File: config.mk
export PLATFORM = sky130hd
export DESIGN_NAME = modbus_rtu_request_framer_top
export DESIGN_NICKNAME = d
export VERILOG_FILES = /design/src/rtl/mrf_pkg.sv /design/src/rtl/modbus_rtu_request_framer_top.sv /design/src/rtl/mrf_fifo.sv /design/src/rtl/mrf_front.sv /design/src/rtl/mrf_back.sv
export VERILOG_INCLUDE_DIRS = /design/src /design/src/rtl
export SDC_FILE = /design/constraint.sdc
export NUM_CORES = 1
export LEC_CHECK = 0
export ABC_AREA = 1
export BUFFER_PORTS_ARGS = -buffer_cell sky130_fd_sc_hd__buf_2
export CORE_AREA = 2 2 128 223
export CTS_BUF_LIST = sky130_fd_sc_hd__clkbuf_16
export DETAILED_ROUTE_END_ITERATION = 16
export DIE_AREA = 0 0 130 225
export GPL_TIMING_DRIVEN = 0
export PLACE_DENSITY = 0.76
export SLEW_MARGIN = 30
export SYNTH_ARGS = -nofsm -noshare
export SYNTH_HDL_FRONTEND = slang
export SYNTH_SLANG_ARGS = --single-unit
File: constraint.sdc
create_clock -name clk -period 4.15 [get_ports clk]
set_input_delay 0.6225 -clock clk [delete_from_list [all_inputs] [get_ports clk]]
set_output_delay 0.6225 -clock clk [all_outputs]
set_load 0.005 [all_outputs]
File: src/rtl/assert_macros.svh
// Assertion macros used by the RTL of the request framer.
// Each macro samples on clk and is disabled while rst_n is low.
`ifndef ASSERT_MACROS_SVH
`define ASSERT_MACROS_SVH

// The consequent must hold in the same cycle as the antecedent.
`define ASSERT_IMPL(label, pre, post) \
    label: assert property (@(posedge clk) disable iff (!rst_n) (pre) |-> (post)) \
        else $error("same-cycle implication failed");

// The consequent must hold in the cycle after the antecedent.
`define ASSERT_NEXT(label, pre, post) \
    label: assert property (@(posedge clk) disable iff (!rst_n) (pre) |=> (post)) \
        else $error("next-cycle implication failed");

`endif

File: src/rtl/mrf_pkg.sv
// Package of the request framer: command and result types, protocol constants
// and the CRC-16 byte update. It depends on nothing else.
package mrf_pkg;

    localparam int STEP_W = 4;

    localparam logic [15:0] BASE_HOLD   = 16'd40000;
    localparam logic [15:0] BASE_INPUT  = 16'd30000;
    localparam logic [15:0] BASE_DISC   = 16'd10000;
    localparam logic [15:0] REGION_SPAN = 16'd10000;
    localparam logic [16:0] HOLD_END    = 17'd50000;

    localparam logic [10:0] LIM_WRITE_REGS  = 11'd123;
    localparam logic [10:0] LIM_READ_REGS   = 11'd125;
    localparam logic [10:0] LIM_WRITE_COILS = 11'd1976;
    localparam logic [10:0] LIM_READ_BITS   = 11'd2000;

    localparam logic [7:0] FN_READ_COILS    = 8'h01;
    localparam logic [7:0] FN_READ_DISC     = 8'h02;
    localparam logic [7:0] FN_READ_HOLD     = 8'h03;
    localparam logic [7:0] FN_READ_INPUT    = 8'h04;
    localparam logic [7:0] FN_WRITE_COILS   = 8'h0F;
    localparam logic [7:0] FN_WRITE_REGS    = 8'h10;

    localparam logic [1:0] ST_OK          = 2'd0;
    localparam logic [1:0] ST_COUNT       = 2'd1;
    localparam logic [1:0] ST_UNSUPPORTED = 2'd2;
    localparam logic [1:0] ST_UNEXPECTED  = 2'd3;

    localparam logic [15:0] CRC_INIT = 16'hFFFF;
    localparam logic [15:0] CRC_POLY = 16'hA001;

    typedef enum logic [1:0] {
        CMD_STATUS,
        CMD_HEADER,
        CMD_PAYLOAD
    } cmd_kind_t;

    typedef struct packed {
        cmd_kind_t   kind;
        logic [1:0]  status;
        logic        close;
        logic        wr;
        logic [7:0]  slave;
        logic [7:0]  func;
        logic [15:0] start;
        logic [10:0] count;
        logic [7:0]  data;
    } cmd_t;

    typedef struct packed {
        logic [7:0] frame_byte;
        logic       last_of_frame;
        logic [1:0] status;
    } result_t;

    function automatic logic [15:0] crc_byte(input logic [15:0] crc_in,
                                             input logic [7:0] data_in);
        logic [15:0] c;
        c = crc_in ^ {8'h00, data_in};
        for (int k = 0; k < 8; k++)
        begin
            if (c[0])
            begin
                c = (c >> 1) ^ CRC_POLY;
            end
            else
            begin
                c = c >> 1;
            end
        end
        return c;
    endfunction

endpackage

File: src/rtl/modbus_rtu_request_framer_top.sv
// Top level of the Modbus RTU request framer: front end, command queue,
// back end and result queue. Depends on mrf_pkg, mrf_fifo, mrf_front, mrf_back.
//
// Items are taken one per cycle while the command queue (CMD_DEPTH entries)
// has room; the front end classifies each item in the cycle of its transfer.
// The back end emits one result per cycle, while a command waits and the
// result queue (RES_DEPTH entries) has room: 8 results for a read header, 9
// for a write header without payload, 7 for one that waits for payload, 1 or
// 3 for a payload byte (3 when it closes the frame) and 1 for a status. An
// item passes the command queue and then the result queue to reach the ports.
`include "assert_macros.svh"

module modbus_rtu_request_framer_top #(
    parameter int CMD_DEPTH = 4,
    parameter int RES_DEPTH = 4
) (
    input  logic        clk,
    input  logic        rst_n,
    input  logic        push,
    output logic        full,
    input  logic        mode,
    input  logic [7:0]  slave_address,
    input  logic        write_request,
    input  logic [15:0] element_address,
    input  logic [10:0] element_count,
    input  logic [7:0]  payload_byte,
    output logic        empty,
    input  logic        pop,
    output logic [7:0]  frame_byte,
    output logic        last_of_frame,
    output logic [1:0]  status
);
    mrf_pkg::cmd_t    cmd_in;
    mrf_pkg::cmd_t    cmd_head;
    mrf_pkg::result_t res_in;
    mrf_pkg::result_t res_head;
    logic             cmd_push;
    logic             cmd_full;
    logic             cmd_pop;
    logic             cmd_empty;
    logic             res_push;
    logic             res_full;

    assign full = cmd_full;

    mrf_front u_front (
        .clk             (clk),
        .rst_n           (rst_n),
        .push            (push),
        .mode            (mode),
        .slave_address   (slave_address),
        .write_request   (write_request),
        .element_address (element_address),
        .element_count   (element_count),
        .payload_byte    (payload_byte),
        .cmd_full        (cmd_full),
        .cmd_push        (cmd_push),
        .cmd             (cmd_in)
    );

    mrf_fifo #(
        .WIDTH ($bits(mrf_pkg::cmd_t)),
        .DEPTH (CMD_DEPTH)
    ) u_cmd_fifo (
        .clk   (clk),
        .rst_n (rst_n),
        .push  (cmd_push),
        .din   (cmd_in),
        .full  (cmd_full),
        .pop   (cmd_pop),
        .dout  (cmd_head),
        .empty (cmd_empty)
    );

    mrf_back u_back (
        .clk       (clk),
        .rst_n     (rst_n),
        .cmd       (cmd_head),
        .cmd_empty (cmd_empty),
        .cmd_pop   (cmd_pop),
        .res_full  (res_full),
        .res_push  (res_push),
        .res       (res_in)
    );

    mrf_fifo #(
        .WIDTH ($bits(mrf_pkg::result_t)),
        .DEPTH (RES_DEPTH)
    ) u_res_fifo (
        .clk   (clk),
        .rst_n (rst_n),
        .push  (res_push),
        .din   (res_in),
        .full  (res_full),
        .pop   (pop),
        .dout  (res_head),
        .empty (empty)
    );

    assign frame_byte    = res_head.frame_byte;
    assign last_of_frame = res_head.last_of_frame;
    assign status        = res_head.status;

    `ASSERT_IMPL(a_res_no_overflow, res_push, !res_full)
    `ASSERT_IMPL(a_cmd_pop_valid, cmd_pop, !cmd_empty)
    `ASSERT_IMPL(a_status_is_last, !empty && status != mrf_pkg::ST_OK, last_of_frame && frame_byte == 8'd0)
    `ASSERT_NEXT(a_push_not_empty, cmd_push, !cmd_empty)

endmodule

File: src/rtl/mrf_fifo.sv
// Small first-in first-out queue of flat words, used for commands and results.
// Depends on no package.
module mrf_fifo #(
    parameter int WIDTH = 8,
    parameter int DEPTH = 4
) (
    input  logic             clk,
    input  logic             rst_n,
    input  logic             push,
    input  logic [WIDTH-1:0] din,
    output logic             full,
    input  logic             pop,
    output logic [WIDTH-1:0] dout,
    output logic             empty
);
    localparam int PTR_W = $clog2(DEPTH);
    localparam int CNT_W = $clog2(DEPTH + 1);
    localparam logic [PTR_W-1:0] LAST_PTR = PTR_W'(DEPTH - 1);
    localparam logic [CNT_W-1:0] FULL_CNT = CNT_W'(DEPTH);

    logic [WIDTH-1:0] mem_reg [DEPTH];
    logic [PTR_W-1:0] wr_ptr_reg, wr_ptr_next;
    logic [PTR_W-1:0] rd_ptr_reg, rd_ptr_next;
    logic [CNT_W-1:0] count_reg, count_next;
    logic             do_push;
    logic             do_pop;

    assign full    = (count_reg == FULL_CNT);
    assign empty   = (count_reg == '0);
    assign do_push = push && !full;
    assign do_pop  = pop && !empty;
    assign dout    = mem_reg[rd_ptr_reg];

    always_comb
    begin
        wr_ptr_next = wr_ptr_reg;
        rd_ptr_next = rd_ptr_reg;
        count_next  = count_reg;
        if (do_push)
        begin
            wr_ptr_next = (wr_ptr_reg == LAST_PTR) ? '0 : wr_ptr_reg + 1'b1;
        end
        if (do_pop)
        begin
            rd_ptr_next = (rd_ptr_reg == LAST_PTR) ? '0 : rd_ptr_reg + 1'b1;
        end
        if (do_push && !do_pop)
        begin
            count_next = count_reg + 1'b1;
        end
        else if (do_pop && !do_push)
        begin
            count_next = count_reg - 1'b1;
        end
    end

    always_ff @(posedge clk or negedge rst_n)
    begin
        if (!rst_n)
        begin
            wr_ptr_reg <= '0;
            rd_ptr_reg <= '0;
            count_reg  <= '0;
        end
        else
        begin
            wr_ptr_reg <= wr_ptr_next;
            rd_ptr_reg <= rd_ptr_next;
            count_reg  <= count_next;
        end
    end

    always_ff @(posedge clk)
    begin
        if (do_push)
        begin
            mem_reg[wr_ptr_reg] <= din;
        end
    end

endmodule

File: src/rtl/mrf_front.sv
// Front end of the request framer: classifies header and payload items,
// tracks the expected payload, and issues commands. Depends on mrf_pkg.
module mrf_front (
    input  logic           clk,
    input  logic           rst_n,
    input  logic           push,
    input  logic           mode,
    input  logic [7:0]     slave_address,
    input  logic           write_request,
    input  logic [15:0]    element_address,
    input  logic [10:0]    element_count,
    input  logic [7:0]     payload_byte,
    input  logic           cmd_full,
    output logic           cmd_push,
    output mrf_pkg::cmd_t  cmd
);
    logic        awaiting_reg, awaiting_next;
    logic [7:0]  remaining_reg, remaining_next;
    logic        ok;
    logic [7:0]  func;
    logic [15:0] base;
    logic [10:0] limit;
    logic [7:0]  nbytes;
    logic [11:0] coil_sum;
    logic [16:0] addr_ext;

    assign cmd_push = push && !cmd_full;
    assign addr_ext = {1'b0, element_address};
    assign coil_sum = {1'b0, element_count} + 12'd7;

    always_comb
    begin
        ok    = 1'b1;
        func  = mrf_pkg::FN_READ_COILS;
        base  = '0;
        limit = mrf_pkg::LIM_READ_BITS;
        if (element_address >= mrf_pkg::BASE_HOLD && addr_ext < mrf_pkg::HOLD_END)
        begin
            base  = mrf_pkg::BASE_HOLD;
            func  = write_request ? mrf_pkg::FN_WRITE_REGS : mrf_pkg::FN_READ_HOLD;
            limit = write_request ? mrf_pkg::LIM_WRITE_REGS : mrf_pkg::LIM_READ_REGS;
        end
        else if (element_address >= mrf_pkg::BASE_INPUT
                 && element_address < mrf_pkg::BASE_INPUT + mrf_pkg::REGION_SPAN)
        begin
            base  = mrf_pkg::BASE_INPUT;
            ok    = !write_request;
            func  = mrf_pkg::FN_READ_INPUT;
            limit = mrf_pkg::LIM_READ_REGS;
        end
        else if (element_address >= mrf_pkg::BASE_DISC
                 && element_address < mrf_pkg::BASE_DISC + mrf_pkg::REGION_SPAN)
        begin
            base  = mrf_pkg::BASE_DISC;
            ok    = !write_request;
            func  = mrf_pkg::FN_READ_DISC;
            limit = mrf_pkg::LIM_READ_BITS;
        end
        else if (element_address < mrf_pkg::REGION_SPAN)
        begin
            func  = write_request ? mrf_pkg::FN_WRITE_COILS : mrf_pkg::FN_READ_COILS;
            limit = write_request ? mrf_pkg::LIM_WRITE_COILS : mrf_pkg::LIM_READ_BITS;
        end
        else
        begin
            ok = 1'b0;
        end

        if (func == mrf_pkg::FN_WRITE_REGS)
        begin
            nbytes = {element_count[6:0], 1'b0};
        end
        else
        begin
            nbytes = coil_sum[10:3];
        end

        cmd            = '0;
        cmd.kind       = mrf_pkg::CMD_STATUS;
        cmd.status     = mrf_pkg::ST_OK;
        cmd.slave      = slave_address;
        cmd.func       = func;
        cmd.start      = element_address - base;
        cmd.count      = element_count;
        cmd.wr         = write_request;
        awaiting_next  = 1'b0;
        remaining_next = '0;

        if (mode)
        begin
            if (!awaiting_reg || remaining_reg == '0)
            begin
                cmd.status = mrf_pkg::ST_UNEXPECTED;
            end
            else
            begin
                cmd.kind       = mrf_pkg::CMD_PAYLOAD;
                cmd.data       = payload_byte;
                cmd.close      = (remaining_reg == 8'd1);
                remaining_next = remaining_reg - 1'b1;
                awaiting_next  = (remaining_reg != 8'd1);
            end
        end
        else if (!ok)
        begin
            cmd.status = mrf_pkg::ST_UNSUPPORTED;
        end
        else if (element_count > limit)
        begin
            cmd.status = mrf_pkg::ST_COUNT;
        end
        else
        begin
            cmd.kind  = mrf_pkg::CMD_HEADER;
            cmd.data  = nbytes;
            cmd.close = !write_request || (nbytes == '0);
            if (write_request && nbytes != '0)
            begin
                awaiting_next  = 1'b1;
                remaining_next = nbytes;
            end
        end
    end

    always_ff @(posedge clk or negedge rst_n)
    begin
        if (!rst_n)
        begin
            awaiting_reg  <= 1'b0;
            remaining_reg <= '0;
        end
        else if (cmd_push)
        begin
            awaiting_reg  <= awaiting_next;
            remaining_reg <= remaining_next;
        end
    end

endmodule

File: src/rtl/mrf_back.sv
// Back end of the request framer: keeps a running CRC-16 and steps through
// each command one byte per cycle while res_full is low. Depends on mrf_pkg.
module mrf_back (
    input  logic             clk,
    input  logic             rst_n,
    input  mrf_pkg::cmd_t    cmd,
    input  logic             cmd_empty,
    output logic             cmd_pop,
    input  logic             res_full,
    output logic             res_push,
    output mrf_pkg::result_t res
);
    logic [mrf_pkg::STEP_W-1:0] step_reg, step_next;
    logic [mrf_pkg::STEP_W-1:0] ndata;
    logic [15:0]                crc_reg, crc_next;
    logic [15:0]                crc_base;
    logic [7:0]                 data_byte;
    logic                       go;
    logic                       done;

    always_comb
    begin
        go        = !cmd_empty && !res_full;
        ndata     = (cmd.kind == mrf_pkg::CMD_HEADER) ?
                    (cmd.wr ? mrf_pkg::STEP_W'(7) : mrf_pkg::STEP_W'(6)) :
                    mrf_pkg::STEP_W'(1);
        crc_base  = (cmd.kind == mrf_pkg::CMD_HEADER && step_reg == '0) ?
                    mrf_pkg::CRC_INIT : crc_reg;

        case (step_reg)
            mrf_pkg::STEP_W'(0): data_byte = cmd.slave;
            mrf_pkg::STEP_W'(1): data_byte = cmd.func;
            mrf_pkg::STEP_W'(2): data_byte = cmd.start[15:8];
            mrf_pkg::STEP_W'(3): data_byte = cmd.start[7:0];
            mrf_pkg::STEP_W'(4): data_byte = {5'b0, cmd.count[10:8]};
            mrf_pkg::STEP_W'(5): data_byte = cmd.count[7:0];
            default:             data_byte = cmd.data;
        endcase
        if (cmd.kind == mrf_pkg::CMD_PAYLOAD)
        begin
            data_byte = cmd.data;
        end

        res       = '0;
        crc_next  = crc_reg;
        done      = 1'b0;
        case (cmd.kind)
            mrf_pkg::CMD_STATUS:
            begin
                res.last_of_frame = 1'b1;
                res.status        = cmd.status;
                done              = 1'b1;
            end
            default:
            begin
                if (step_reg < ndata)
                begin
                    res.frame_byte = data_byte;
                    crc_next       = mrf_pkg::crc_byte(crc_base, data_byte);
                    done           = !cmd.close && (step_reg == ndata - 1'b1);
                end
                else if (step_reg == ndata)
                begin
                    res.frame_byte = crc_reg[7:0];
                end
                else
                begin
                    res.frame_byte    = crc_reg[15:8];
                    res.last_of_frame = 1'b1;
                    crc_next          = mrf_pkg::CRC_INIT;
                    done              = 1'b1;
                end
            end
        endcase

        res_push  = go;
        cmd_pop   = go && done;
        step_next = step_reg;
        if (go)
        begin
            step_next = done ? '0 : step_reg + 1'b1;
        end
    end

    always_ff @(posedge clk or negedge rst_n)
    begin
        if (!rst_n)
        begin
            step_reg <= '0;
            crc_reg  <= mrf_pkg::CRC_INIT;
        end
        else
        begin
            step_reg <= step_next;
            if (go)
            begin
                crc_reg <= crc_next;
            end
        end
    end

endmodule
==> run summary <==
outcome: completed
final clock skew: 0.0194 ns
Layout area overhead: 13.4%
worst-skew pair later-pin latency: 0.56 ns
top_reg_cell synth: edfxtp_1
# port buffers: 61
width of the die: 130 um
max FFs per register: 216
worst vdd ir: 0.541 mV
DR vias/cell: 5.47
CTS Buf Count: 27
achievable frequency: 246 MHz
clock root cell: clkbuf_16
syn_nets: 1673
min Tclk post-route: 4.07 ns
worst-path fanout max: 10
ANT nets after route: 0
Post-Syn Area: 15100 um^2
detailed-route DRC error count: 0
via count: 11300
Startpoint Class: flop
gp weighted congestion: 0.923
Worst slew margin: 44.8%
Crit Reg-Reg Startpoint: u_cmd_fifo.rd_ptr_reg[0]
worst path cell trace: buf_6 -> buf_6 -> buf_6 -> buf_4 -> buf_4 -> nor2_1 -> o22ai_2 -> or2_2 -> ha_1 -> o21bai_1 -> a211oi_2 -> buf_4 -> nor2_4 -> inv_4 -> nand3_1 -> inv_2 -> nor2_4 -> inv_1 -> ha_1 -> inv_1 -> fa_1 -> mux2_2
Final Hold Vio Count: 0
critical path endpoint category: flop
Yosys warning total: 0
# hold bufs at CTS: 0
post-layout util: 62.8%
sequential-to-total area share from yosys stat: 58.9%
fin area: 17100 um^2
Starting DRT DRC Count: 756
Post-Route WL: 38400 um
GRT Util Overall: 26.5%
area leader, netlist: edfxtp_1
Worst Hold Margin: 0.0996 ns
die area: 29300 um^2
Antenna Cells: 0
final setup TNS: 0 ns
TritonCTS clock tree: yes
Post-DP Area: 16200 um^2
Worst-path clk slew: 0.07 ns
CP Launch Point: u_cmd_fifo.rd_ptr_reg[0]
io pins: 62
HPWL after detailed placement: 28000 um
Worst path slowest cell: fa_1
number of global-route vias before repair: 11200
PwrDens: 854 nW/um^2
placed cells: 2020
most frequent cell after synthesis: nand2_1
Final Slew Violations: 0
maxcap violations: 0
Chip Height: 225 um
fin crit share: 98.1%
Starting Density: 55.3%
Post-synth EDFFs: 260
CP required: 4.59 ns
endpoints failing setup: 0
total power draw: 14.6 mW
CP max stage delay: 0.43 ns
Place WS: -0.731 ns
Wirelength per Cell: 18.5 um
asr flop ratio synth: 14.2%
synth top area cells: edfxtp_1 (52%), nand2_1 (10%), inv_1 (5.0%), dfrtp_1 (4.5%), nor2_1 (4.1%)
Pre-Repair DR Iteration Count: 5
final instance count without filler cells: 2073
Hold WC Path Type: in -> async
CTS sink count: 303
Synth top area share: 51.6%
Final nets: 1777
first-pass GRT wire length: 58700 um
Mapped Avg Cell Area: 9.58 um^2
H-tree depth: 1
core area: 27300 um^2
maximum root-to-sink buffer count: 3
Synth Instances: 1579
layout cells sized above 1: 13.3%
crit path kind: reg -> reg
post-synth cell types: 53
final setup margin: 0.0770 ns
FP Rows: 80
initial antenna violation count: 0
grt ovf: 0
critical path arrival: 4.51 ns
Synth top cells by count: nand2_1 (419), edfxtp_1 (260), inv_1 (201)
largest net degree at the start of global routing: 44
synthesis-stage register bit count: 303
worst slew pin tran: 0.827 ns
Leak Pwr: 7.46 nW
-- where the power goes --
part,switching [mW],total (mW),internal (mW)
Sequential,0.315,4.95,4.64
Clock,1.08,2.36,1.28
Combinational,4.88,7.32,2.44
Total,6.28,14.6,8.36
-- worst max-delay path, delay by kind of cell, from the launching register on --
| kind | cells | cell delay, ns |
|---|---|---|
| flip-flops | 1 | 0.41 |
| multiplexers | 1 | 0.27 |
| AO/OA/AOI/OAI | 3 | 0.39 |
| buffers and inverters | 10 | 1.28 |
| AND/OR/NAND/NOR | 5 | 0.80 |
| adder cells (fa/ha/maj) | 3 | 0.79 |
-- worst paths after layout --
kind                                                  end  slack, ns  cells past startpoint
worst max-delay path              u_cmd_fifo.count_reg[1]       0.08                     22
worst min-delay path             u_res_fifo.wr_ptr_reg[0]        0.1                      1
worst max register to register    u_cmd_fifo.count_reg[1]       0.08                     22
worst min register to register          u_back.crc_reg[3]       0.50                      2
max in group asynchronous        u_front.remaining_reg[6]       3.65                      1
min in group clk                u_cmd_fifo.mem_reg[1][49]       0.28                      1
-- placed cells by master (no fill, tap or decap), types with 4 or more instances in the layout --
cell,instances
a32oi_1,6
o22ai_1,18
clkbuf_1,13
buf_4,13
clkinv_1,4
o211ai_1,4
edfxtp_1,260
ha_1,42
a31oi_1,5
o21ai_1,12
dfstp_2,16
nand4_1,5
buf_6,20
nor4_1,5
buf_2,70
inv_2,6
a221oi_1,7
a22oi_1,4
xnor2_1,8
inv_1,209
nand2_2,15
a21oi_1,45
nor2_1,156
clkbuf_16,28
nor3_1,12
nor2_4,7
nor2_2,8
nand2_1,419
o21ai_0,97
nand3_1,86
buf_16,11
clkinv_2,4
dfrtp_1,27
a32o_1,4
o21ai_2,8
xor2_1,14
-- per-layer routing --
layer | up-vias | global-route usage [%] | wire, um
met3 | 115 | 2.99 | 1720
met1 | 5387 | 27.0 | 13300
met2 | 378 | 49.8 | 20700
met5 | - | 0 | 0
li1 | 5468 | - | -
met4 | 0 | 17.1 | 2700
-- final cells by class --
class / instances / area, um^2
plain buffers: 53 / 395
clock buffers: 28 / 701
clock inverters: 22 / 131
fillers: 2228 / 10200
inverters: 208 / 786
multi-input cells: 1015 / 5140
flip-flops and latches: 303 / 8900
well taps: 369 / 462
repair buffers: 75 / 633
-- what timing repair did --
action | in CTS | in global routing
resized for setup | 9 | 22
gates cloned | 0 | 0
setup endpoints to repair | 18 | 38
buffers inserted | 0 | 3
pin swaps | 0 | 3
hold endpoints to repair | 0 | 0
-- logic make-up after synthesis --
| logic type | after synthesis | synth area share [%] |
|---|---|---|
| muxes | 2 | 0.149 |
| xor gates and xnor gates | 23 | 1.38 |
| and+or+nand+nor | 723 | 19.6 |
| AOI/OAI and AO/OA | 222 | 8.41 |
| adders and majority gates | 45 | 3.87 |
| buffers and inverters | 261 | 7.71 |
| DFF | 303 | 58.9 |
Power figures use the tool's default switching activity.
